<file path="config.mk">
export PLATFORM = sky130hd
export DESIGN_NAME = vrd_cordic_stage
export DESIGN_NICKNAME = d
export VERILOG_FILES = /design/src/rtl/vector_rotate_degrees_assert.svh /design/src/rtl/vrd_pkg.sv /design/src/rtl/vrd_cordic_stage.sv
export SDC_FILE = /design/constraint.sdc
export NUM_CORES = 1
export LEC_CHECK = 0
export ABC_CLOCK_PERIOD_IN_PS = 5500
export BUFFER_PORTS_ARGS = -buffer_cell sky130_fd_sc_hd__clkbuf_2
export CAP_MARGIN = 20
export CORE_UTILIZATION = 49
export DETAILED_ROUTE_END_ITERATION = 8
export GPL_ROUTABILITY_DRIVEN = 0
export GPL_TIMING_DRIVEN = 1
export PLACE_DENSITY = 0.73
export SLEW_MARGIN = 20
export SYNTH_ARGS = -nofsm -noshare
export SYNTH_HDL_FRONTEND = slang
export SYNTH_SLANG_ARGS = --single-unit
</file>
<file path="constraint.sdc">
create_clock -name i_clk -period 5.5 [get_ports i_clk]
set_input_delay 1.65 -clock i_clk [delete_from_list [all_inputs] [get_ports i_clk]]
set_output_delay 1.65 -clock i_clk [all_outputs]
set_load 0.05 [all_outputs]
</file>
<file path="src/rtl/vector_rotate_degrees_assert.svh">
// assertion macros for the vector rotation block
// used by the top level; needs nothing else
`ifndef VECTOR_ROTATE_DEGREES_ASSERT_SVH
`define VECTOR_ROTATE_DEGREES_ASSERT_SVH

// condition holds at every edge out of reset
`define VRD_ASSERT_HOLDS(lbl, clk, rst_n, cond, msg) \
    lbl: assert property (@(posedge clk) disable iff (!rst_n) (cond)) \
        else $error(msg);

// consequent holds in the same cycle as the antecedent
`define VRD_ASSERT_IMPLIES(lbl, clk, rst_n, ante, cons, msg) \
    lbl: assert property (@(posedge clk) disable iff (!rst_n) (ante) |-> (cons)) \
        else $error(msg);

`endif

</file>
<file path="src/rtl/vrd_pkg.sv">
// shared types, constants and elaboration-time functions of the vector rotation block
// no dependencies
package vrd_pkg;

    // angle constants in signed q16.16 degrees
    localparam int DEG360_Q16 = 23592960;
    localparam int DEG180_Q16 = 11796480;
    localparam int DEG90_Q16  = 5898240;

    // quotient bits of the modulo 360 reduction (|angle| <= 2^31 < 128 * 360 deg)
    localparam int QUOT_BITS = 7;

    // angle scale 10^12 = 2^12 * 5^12; the 2^12 part is dropped, only the sign matters
    localparam int ANGLE_SCALE_ODD = 244140625;

    // cordic datapath widths
    localparam int XW = 34;
    localparam int ZW = 54;

    localparam longint K_LIMIT_Q30 = 64'sd652032874;
    localparam longint RAD_DEG_E12 = 64'sd57295779513082;

    localparam longint ATAN_DEG_E12 [17] = '{
        64'sd45000000000000, 64'sd26565051177078, 64'sd14036243467926,
        64'sd7125016348902, 64'sd3576334374997, 64'sd1789910608246,
        64'sd895173710211, 64'sd447614170861, 64'sd223810500369,
        64'sd111905677066, 64'sd55952891894, 64'sd27976452617,
        64'sd13988227142, 64'sd6994113675, 64'sd3497056851,
        64'sd1748528427, 64'sd874264214
    };

    typedef enum logic [1:0] {
        QTR_NONE = 2'd0,
        QTR_POS  = 2'd1,
        QTR_NEG  = 2'd2
    } t_quarter;

    typedef struct packed {
        logic signed [31:0] vx;
        logic signed [31:0] vy;
        logic               neg;
        t_quarter           quarter;
    } t_side;

    typedef struct packed {
        logic signed [XW-1:0] x;
        logic signed [XW-1:0] y;
        logic signed [ZW-1:0] z;
    } t_cordic;

    typedef struct packed {
        logic signed [31:0] rot_x;
        logic signed [31:0] rot_y;
        logic               clipped;
    } t_result;

    // atan(2^-i) in the reduced angle units (10^-12 deg * 2^16 / 2^12)
    function automatic logic signed [ZW-1:0] vrd_atan_z(input int i);
        longint t;
        if (i < 17) begin
            t = ATAN_DEG_E12[i[4:0]];
        end else begin
            t = (RAD_DEG_E12 + (64'sd1 <<< (i - 1))) >>> i;
        end
        return ZW'(t <<< 4);
    endfunction

    // start x of the cordic, gain corrected for short stage counts, q1.30
    function automatic longint vrd_gain(input int stages);
        longint k;
        k = K_LIMIT_Q30;
        for (int i = stages; i < 16; i++) begin
            k += (k + (64'sd1 <<< (2 * i))) >>> (2 * i + 1);
        end
        return k;
    endfunction

endpackage

</file>
<file path="src/rtl/vrd_cordic_stage.sv">
// one registered cordic rotation stage
// depends on vrd_pkg for the datapath struct and the arctangent steps
module vrd_cordic_stage
    import vrd_pkg::*;
#(
    parameter int STAGE = 0
) (
    input  logic    i_clk,
    input  logic    i_en,
    input  t_cordic i_cur,
    output t_cordic o_nxt
);

    localparam logic signed [ZW-1:0] STEP = vrd_atan_z(STAGE);

    t_cordic r_nxt;
    t_cordic n_nxt;
    logic signed [XW-1:0] w_dx;
    logic signed [XW-1:0] w_dy;

    always_comb begin
        w_dx = i_cur.y >>> STAGE;
        w_dy = i_cur.x >>> STAGE;
        if (!i_cur.z[ZW-1]) begin
            n_nxt.x = i_cur.x - w_dx;
            n_nxt.y = i_cur.y + w_dy;
            n_nxt.z = i_cur.z - STEP;
        end else begin
            n_nxt.x = i_cur.x + w_dx;
            n_nxt.y = i_cur.y - w_dy;
            n_nxt.z = i_cur.z + STEP;
        end
    end

    always_ff @(posedge i_clk) begin
        if (i_en) begin
            r_nxt <= n_nxt;
        end
    end

    assign o_nxt = r_nxt;

endmodule

</file>
==> results.ini <==
[critical_path]
endpoint_kind = flip-flop
path_class = input pin to flip-flop
cpMaxStageDelayCell = ha_1
cp.arrival_ps = 4830
crit_family = simple AND/OR/NAND/NOR gates
crit_path_max_fanout = 14
startpoint_type = input pin
worstPathCellList = clkbuf_2 > inv_1 > ha_1 > nand4_1 > or3_1 > a211oi_2 > nor2_1 > a221oi_2 > a211oi_1 > nor4_1 > o22ai_1 > xnor2_1
critical_path_buf_inv_count = 2
max_stage_delay_ps = 550
crit_required_ps = 5670

[global_route]
grt_pass1_vias = 10100
grt_antenna_before_repair = 0
grt_max_degree = 79
grt_util_all_layers_pct = 27.2
grt_pass1_wl_microns = 51300
overflow = 0

[die]
rows = 55
die_area_sq_um = 23800
die-width_microns = 154
start_util_pct = 50.1
dieHeight_microns = 154
core_sq_um = 22700
io_pins = 246

[routing]
drt_iter0_drc = 1039
viasPerCell = 6.01
routed_wl_microns = 32600
dr.pass1.iters = 6
antenna_left = 0
num_vias = 10800
drc = 0
wl_per_cell_microns = 18.1

[placement]
io_buffers = 245
postPlaceCellArea_sq_um = 12800
hpwl_microns = 25600
pre_cts_ws_ps = 498

[clocking]
holdBufCountCts = 0
postCtsResizedCells = 0
cts_buffer_depth = 2
cts_buffers = 17
clkTransAtPathRegs_ps = 60
clock-root-buffer = clkbuf_16
h-tree-depth = 4
cts_tree = yes
cts.sinks = 121
postCtsSetupBuffers = 0

[hold_path]
hold_class = input pin to flip-flop

[timing]
fin_hold_ws_ps = 1400
layout_min_cycle_time_ps = 4660
tns_ps = 0
setup_ws_ps = 835
max_freq_ghz = 0.214
drv_slew = 0
post-route-period-util_pct = 84.8
hold_violations = 0
rsz0062_at_grt = false
finalSetupViolations = 0
worst_slew_pin_slew_ps = 817
slew_headroom_pct = 45.6

[logic_synthesis]
synth_edf_count = 121
yosysWarnings = 0
syn_area_sq_um = 11400
yosysSeqAreaShare_pct = 32.0
syn_nets = 1544
synth_top_cell_area_share_pct = 32.0
avgSynthCellArea_sq_um = 8.87
synth_async_sr_flop_share_pct = 0
netlist_instances = 1281
synth_top_area_cell = edfxtp_1
synth-main-ff-cell = edfxtp_1
ys_types = 80
ys_top_cells_by_area = edfxtp_1 32%, ha_1 15%, a21oi_1 5.9%
netlist_top_cells_count = 135 x ha_1, 133 x a21oi_1, 121 x edfxtp_1
synth_most_common_cell = ha_1
yosys_register_bits = 121

[cells_and_area]
syn_to_final_growth_pct = 18.3
stdcell_area_sq_um = 13500
n_antenna_cell = 0
largest_reg_flops = 121
nNetsFinal = 1768
final_layout_size_suffix_gt1_share_pct = 20.8

[pwr]
total_power_uw = 4150
ir_drop_mv = 0.213
p_leak_uw = 0.00607
powerDensity_nw_per_um2 = 308

[flow_run]
drv_cap = 0

[status]
outcome = complete, no violations

==> worst paths after layout <==
check | slack (ps) | cells past startpoint | end | from
worst max-delay path | 840 | 12 | o_nxt[121] | i_cur[67]
worst min-delay path | 1400 | 1 | o_nxt[1] | i_cur[1]
==> cell families (layout without fill, tap and decap cells) <==
family	count (synthesis)	count (layout)	synth area share, %
xor gates and xnor gates	98	98	7.55
adders and majority gates	139	139	15.6
and+or+nand+nor	320	320	13.7
AOI/OAI and AO/OA	425	425	24.1
DFF	121	121	32.0
muxes	17	17	1.50
buffers and inverters	161	398	5.61
==> routing by layer <==
| layer | global-route usage (%) | vias to the layer above | wire (microns) |
|---|---|---|---|
| met5 | 0 | - | 0 |
| met4 | 13.7 | 0 | 1350 |
| met3 | 4.37 | 90 | 2370 |
| met2 | 43.7 | 556 | 14900 |
| met1 | 35.7 | 5079 | 13900 |
| li1 | - | 5113 | - |
==> metrics by stage <==
step,util [%],cells
floorplan,-,1281
global placement,56.4,1771
detailed placement,56.4,1771
CTS,59.2,1803
global route,59.2,1803
finish,59.2,1803
==> where the power goes <==
part           leakage [uW]  switching, uW  total [uW]  internal [uW]
combinational       0.00458           1190        1680            486
sequential          0.00118           49.8        1260           1210
clock              0.000303            440        1210            767
total               0.00607           1680        4150           2470
==> cells in the final DEF (no fill, tap or decap), types with 41 or more instances in the layout <==
cell / synthesis / final
a21oi_1: 133 / 133
ha_1: 135 / 135
edfxtp_1: 121 / 121
o21ai_0: 84 / 84
xnor2_1: 71 / 71
nor2_1: 109 / 109
inv_1: 106 / 106
nand2_1: 58 / 58
a21o_1: 41 / 41
clkbuf_2: 0 / 243
==> layout make-up <==
type / count / area [sq um]
clock buffer: 17 / 425
multi-input combinational: 999 / 7100
timing repair buffer: 257 / 1320
clock inverter: 15 / 211
sequential: 121 / 3630
fill: 2042 / 9260
inverter: 109 / 409
tap: 285 / 357
Power figures use the tool's default switching activity.
