===== config.mk =====
export PLATFORM = sky130hd
export DESIGN_NAME = vrd_skid_flat
export DESIGN_NICKNAME = d
export VERILOG_FILES = /design/src/rtl/vector_rotate_degrees_assert.svh /design/src/rtl/vrd_pkg.sv /design/src/rtl/vrd_if.sv /design/src/rtl/vrd_skid.sv /design/src/flat_wrapper.sv
export SDC_FILE = /design/constraint.sdc
export NUM_CORES = 1
export LEC_CHECK = 0
export BUFFER_PORTS_ARGS = -buffer_cell sky130_fd_sc_hd__buf_2
export CORE_UTILIZATION = 35
export CTS_BUF_LIST = sky130_fd_sc_hd__clkbuf_8
export CTS_CLUSTER_DIAMETER = 30
export DETAILED_ROUTE_END_ITERATION = 10
export PLACE_DENSITY = 0.64
export RECOVER_POWER = 25
export SLEW_MARGIN = 25
export SYNTH_ARGS = -nofsm -noshare
export SYNTH_HDL_FRONTEND = slang
export SYNTH_SLANG_ARGS = --single-unit

===== constraint.sdc =====
create_clock -name i_clk -period 9.6 [get_ports i_clk]
set_clock_uncertainty 0.1 [all_clocks]
set_input_delay 1.92 -clock i_clk [delete_from_list [all_inputs] [get_ports i_clk]]
set_output_delay 1.92 -clock i_clk [all_outputs]
set_load 0.1 [all_outputs]

===== src/rtl/vector_rotate_degrees_assert.svh =====
// assertion macros for the vector rotation block
// used by the top level; needs nothing else
`ifndef VECTOR_ROTATE_DEGREES_ASSERT_SVH
`define VECTOR_ROTATE_DEGREES_ASSERT_SVH

// condition holds at every edge out of reset
`define VRD_ASSERT_HOLDS(lbl, clk, rst_n, cond, msg) \
    lbl: assert property (@(posedge clk) disable iff (!rst_n) (cond)) \
        else $error(msg);

// consequent holds in the same cycle as the antecedent
`define VRD_ASSERT_IMPLIES(lbl, clk, rst_n, ante, cons, msg) \
    lbl: assert property (@(posedge clk) disable iff (!rst_n) (ante) |-> (cons)) \
        else $error(msg);

`endif


===== src/rtl/vrd_pkg.sv =====
// shared types, constants and elaboration-time functions of the vector rotation block
// no dependencies
package vrd_pkg;

    // angle constants in signed q16.16 degrees
    localparam int DEG360_Q16 = 23592960;
    localparam int DEG180_Q16 = 11796480;
    localparam int DEG90_Q16  = 5898240;

    // quotient bits of the modulo 360 reduction (|angle| <= 2^31 < 128 * 360 deg)
    localparam int QUOT_BITS = 7;

    // angle scale 10^12 = 2^12 * 5^12; the 2^12 part is dropped, only the sign matters
    localparam int ANGLE_SCALE_ODD = 244140625;

    // cordic datapath widths
    localparam int XW = 34;
    localparam int ZW = 54;

    localparam longint K_LIMIT_Q30 = 64'sd652032874;
    localparam longint RAD_DEG_E12 = 64'sd57295779513082;

    localparam longint ATAN_DEG_E12 [17] = '{
        64'sd45000000000000, 64'sd26565051177078, 64'sd14036243467926,
        64'sd7125016348902, 64'sd3576334374997, 64'sd1789910608246,
        64'sd895173710211, 64'sd447614170861, 64'sd223810500369,
        64'sd111905677066, 64'sd55952891894, 64'sd27976452617,
        64'sd13988227142, 64'sd6994113675, 64'sd3497056851,
        64'sd1748528427, 64'sd874264214
    };

    typedef enum logic [1:0] {
        QTR_NONE = 2'd0,
        QTR_POS  = 2'd1,
        QTR_NEG  = 2'd2
    } t_quarter;

    typedef struct packed {
        logic signed [31:0] vx;
        logic signed [31:0] vy;
        logic               neg;
        t_quarter           quarter;
    } t_side;

    typedef struct packed {
        logic signed [XW-1:0] x;
        logic signed [XW-1:0] y;
        logic signed [ZW-1:0] z;
    } t_cordic;

    typedef struct packed {
        logic signed [31:0] rot_x;
        logic signed [31:0] rot_y;
        logic               clipped;
    } t_result;

    // atan(2^-i) in the reduced angle units (10^-12 deg * 2^16 / 2^12)
    function automatic logic signed [ZW-1:0] vrd_atan_z(input int i);
        longint t;
        if (i < 17) begin
            t = ATAN_DEG_E12[i[4:0]];
        end else begin
            t = (RAD_DEG_E12 + (64'sd1 <<< (i - 1))) >>> i;
        end
        return ZW'(t <<< 4);
    endfunction

    // start x of the cordic, gain corrected for short stage counts, q1.30
    function automatic longint vrd_gain(input int stages);
        longint k;
        k = K_LIMIT_Q30;
        for (int i = stages; i < 16; i++) begin
            k += (k + (64'sd1 <<< (2 * i))) >>> (2 * i + 1);
        end
        return k;
    endfunction

endpackage


===== src/rtl/vrd_if.sv =====


interface vrd_out_if;
    logic               valid;
    logic               ready;
    logic signed [31:0] rot_x;
    logic signed [31:0] rot_y;
    logic               clipped;

    modport source (output valid, output rot_x, output rot_y, output clipped,
                    input ready);
    modport sink   (input valid, input rot_x, input rot_y, input clipped,
                    output ready);
endinterface


===== src/rtl/vrd_skid.sv =====
// output register with one skid entry for the result channel
// depends on vrd_pkg (t_result) and vrd_out_if
module vrd_skid
    import vrd_pkg::*;
(
    input  logic      i_clk,
    input  logic      i_rst_n,
    input  logic      i_push,
    input  t_result   i_data,
    output logic      o_full,
    vrd_out_if.source o_out
);

    logic    r_ov;
    logic    r_sv;
    t_result r_od;
    t_result r_sd;
    logic    w_pop;

    assign w_pop = r_ov && o_out.ready;

    always_ff @(posedge i_clk) begin
        if (!i_rst_n) begin
            r_ov <= 1'b0;
            r_sv <= 1'b0;
        end else if (w_pop || !r_ov) begin
            if (r_sv) begin
                r_ov <= 1'b1;
                r_sv <= 1'b0;
            end else begin
                r_ov <= i_push;
            end
        end else if (i_push) begin
            r_sv <= 1'b1;
        end
    end

    always_ff @(posedge i_clk) begin
        if (w_pop || !r_ov) begin
            r_od <= r_sv ? r_sd : i_data;
        end else if (i_push) begin
            r_sd <= i_data;
        end
    end

    assign o_full        = r_sv;
    assign o_out.valid   = r_ov;
    assign o_out.rot_x   = r_od.rot_x;
    assign o_out.rot_y   = r_od.rot_y;
    assign o_out.clipped = r_od.clipped;

endmodule


===== src/flat_wrapper.sv =====
// flat-port wrapper written by rule: the top's interface ports become plain ports
module vrd_skid_flat import vrd_pkg::*;
  (i_clk, i_rst_n, i_push, i_data, o_full, o_out_valid, o_out_rot_x, o_out_rot_y, o_out_clipped, o_out_ready);
  vrd_out_if o_out_i ();
  input  logic i_clk;
  input  logic i_rst_n;
  input  logic i_push;
  input  t_result i_data;
  output logic o_full;
  output wire logic [$bits(o_out_i.valid)-1:0] o_out_valid;
  output wire logic [$bits(o_out_i.rot_x)-1:0] o_out_rot_x;
  output wire logic [$bits(o_out_i.rot_y)-1:0] o_out_rot_y;
  output wire logic [$bits(o_out_i.clipped)-1:0] o_out_clipped;
  input wire logic [$bits(o_out_i.ready)-1:0] o_out_ready;
  assign o_out_valid = o_out_i.valid;
  assign o_out_rot_x = o_out_i.rot_x;
  assign o_out_rot_y = o_out_i.rot_y;
  assign o_out_clipped = o_out_i.clipped;
  assign o_out_i.ready = o_out_ready;
  vrd_skid u_core (.i_clk(i_clk), .i_rst_n(i_rst_n), .i_push(i_push), .i_data(i_data), .o_full(o_full), .o_out(o_out_i));
endmodule

==> flow_metrics.env <==
export IMPL_worst_r2r_setup_slack_ns=7.30
export IMPL_chipWidth_microns=119
export IMPL_critical_path_n_buffers_inverters=1
export IMPL_synth_cells=210
export IMPL_cts_post_setup_buffers_inserted=0
export IMPL_tritoncts_num_buffers=17
export IMPL_detailedRoute_firstPassIterationCount=6
export IMPL_cts_max_path_buffers=2
export IMPL_cellInternalPower_uw=924
export IMPL_fp_dieH_microns=119
export IMPL_cts_tree="built"
export IMPL_synthMostInstantiatedCell="edfxtp_1"
export IMPL_synth_adder_area_share_pct=0
export IMPL_track_usage_pct=12.4
export IMPL_synth_common_cells="edfxtp_1, mux2_2, buf_6"
export IMPL_drive_above_1_share_pct=48.5
export IMPL_cts_root_buf="clkbuf_8"
export IMPL_hp_class="flip-flop to flip-flop"
export IMPL_setup_worst_path_class="flip-flop to output pin"
export IMPL_power_share_combinational_pct=16.8
export IMPL_maxSlewViolCount=0
export IMPL_required_ns=7.58
export IMPL_pwr_density_cell_mw_per_mm2=222
export IMPL_postRouteAntennaNets=0
export IMPL_drt_iter0_markers=89
export IMPL_grt_max_degree=69
export IMPL_swShare_pct=29.9
export IMPL_cpLargestDelayFamily="flip-flops"
export IMPL_place_area_sq_mm=0.00564
export IMPL_place_detailed_hpwl_mm=5.04
export IMPL_final_period_utilization_pct=41.3
export IMPL_seq_power_share_pct=51.2
export IMPL_hold_violations=0
export IMPL_post_synthesis_net_count=279
export IMPL_wl_per_cell_microns=14.7
export IMPL_cap_viol_max_count=0
export IMPL_report_final_setup_viol=0
export IMPL_worst_slew_pin_transition_ns=0.967
export IMPL_hold_worst_slack_ns=0.439
export IMPL_synth_xor_area_share_pct=0
export IMPL_p_sw_uw=394
export IMPL_grt_overflow_total=0
export IMPL_unrepaired_setup_endpoints_after_global_routing="false"
export IMPL_synth_area_top_cells="edfxtp_1, mux2_2, buf_6"
export IMPL_first_pass_grt_wire_length_mm=12.8
export IMPL_slew_limit_headroom_pct=35.5
export IMPL_synth_edf_count=130
export IMPL_synthDominantAreaCellType="edfxtp_1"
export IMPL_cts_sinks=132
export IMPL_largest_vdd_supply_drop_mv=0.0924
export IMPL_buffer_ports_inserted=135
export IMPL_cp_start_kind="flip-flop"
export IMPL_grt_pass1_vias=2523
export IMPL_timing_critical_path_slowest_stage_cell="dfxtp_4"
export IMPL_timing_fmax_mhz=252
export IMPL_finalWeightedCongestion=0.683
export IMPL_synth_mux_area_fraction_pct=15.3
export IMPL_power_clock_fraction_pct=32.0
export IMPL_antenna_diode_count=0
export IMPL_synth_simple_area_share_pct=0.550
export IMPL_initial_core_util_pct=35.9
export IMPL_grt_antenna_before_repair=0
export IMPL_combinational_family_with_the_most_area_after_synthesis="multiplexers"
export IMPL_synth_top_area_share_pct=81.7
export IMPL_setup_tns_final_ns=0
export IMPL_leakage_power_summed_over_all_cells_uw=0.00214
export IMPL_clk_insertion_delay_late_ns=0.43
export IMPL_cp_slowest_stage_delay_ns=0.94
export IMPL_outcome="complete, no violations"
export IMPL_floorplan_io_pins=136
export IMPL_ys_ff_latch=132
export IMPL_cts_htree_levels=4
export IMPL_endpoint_kind="output pin"
export IMPL_arrival_worst_endpoint_ns=1.95
export IMPL_synth_area_in_compound_gates_pct=0.157
export IMPL_cts_hold_buffers=0
export IMPL_row_count=42
export IMPL_area_growth_syn_to_layout_pct=24.1
export IMPL_final_core_util_pct=44.6
export IMPL_yosysSeqAreaShare_pct=82.5
export IMPL_drt_drc_violations_left=0
export IMPL_syn_cell_area_sq_mm=0.00478
export IMPL_worstPathCellList="buf_2"
export IMPL_count_of_unique_library_cells_instantiated_by_yosys=11
export IMPL_clk_pin_slew_ns=0.08
export IMPL_synth_async_sr_flop_share_pct=0
export IMPL_synth_area_per_cell_sq_um=22.8
export IMPL_fp_coreArea_sq_mm=0.0133
export IMPL_drt_total_wl_mm=8.06
export IMPL_syn_warnings=0
export IMPL_min_period_ns=3.97
export IMPL_num_nets_final=427
export IMPL_ys_flop_type="edfxtp_1"
export IMPL_path_max_fanout=67
export IMPL_post_route_cell_area_sq_mm=0.00593
export IMPL_cts_repair_resized=0
export IMPL_detailroute_via_count=2404
export IMPL_die_area_sq_mm=0.0141
export IMPL_viasPerCell=4.39
-- flip-flops by register name (all words and copies together) (netlist names) --
| signal | count |
|---|---|
| u_core.o_out.clipped | 1 |
| u_core.o_out.rot_x | 32 |
| u_core.r_sd | 65 |
| u_core.o_full | 1 |
| u_core.o_out.valid | 1 |
| u_core.o_out.rot_y | 32 |
-- worst paths after layout --
kind | startpoint | endpoint | depth (start not counted)
worst max-delay path | u_core.o_full | o_full | 1
worst min-delay path | u_core.r_sd[22] | u_core.o_out.rot_y[21] | 1
worst max register to register | u_core.o_out.valid | u_core.r_sd[36] | 3
worst min register to register | u_core.r_sd[22] | u_core.o_out.rot_y[21] | 1
-- through the flow --
stage	std cells	power (uW)	setup slack (ns)
after floorplan	210	872	2.58
after global placement	515	911	5.54
after detailed placement	515	913	5.49
after CTS	547	1340	5.54
after global routing	547	1360	5.46
final	547	1320	5.63
-- cell usage in the layout (no fill, tap or decap), drive strengths merged --
master,n
nor3b,1
mux2,65
bufinv,2
inv,4
dfxtp,2
buf,87
clkinvlp,1
clkbuf,66
nand2b,1
nor2,2
edfxtp,130
a21boi,1
clkinv,9
-- area by class of cell --
type,instances,area [sq um]
fillers,1203,7360
flip-flops and latches,132,3950
inverters,1,3.75
clock buffers,17,234
multi-input cells,70,781
clock inverters,15,125
well taps,176,220
repair buffers,136,622
-- kinds of logic (layout without fill, tap and decap cells) --
logic type      count (synthesis)  in the layout
compound gates                  1              1
simple gates                    4              4
buf+inv                         8            169
mux                            65             65
flops                         132            132
-- power by group through the flow --
| stage | clock (uW) | sequential (uW) | combinational, uW |
|---|---|---|---|
| floorplan | 0 | 847 | 24.9 |
| global placement | 0 | 687 | 224 |
| detailed placement | 0 | 688 | 226 |
| CTS | 435 | 676 | 226 |
| global route | 459 | 678 | 228 |
| finish | 422 | 675 | 221 |
-- layer usage --
metal  up-vias  track usage, %  share of wire [%]
li1       1136               -                  -
met1      1166            14.4                 44
met2        92            19.3                 48
met3        10            5.89                7.4
met4         0            5.46                1.3
met5         -               0                  0
(Power assumes the default switching activity.)
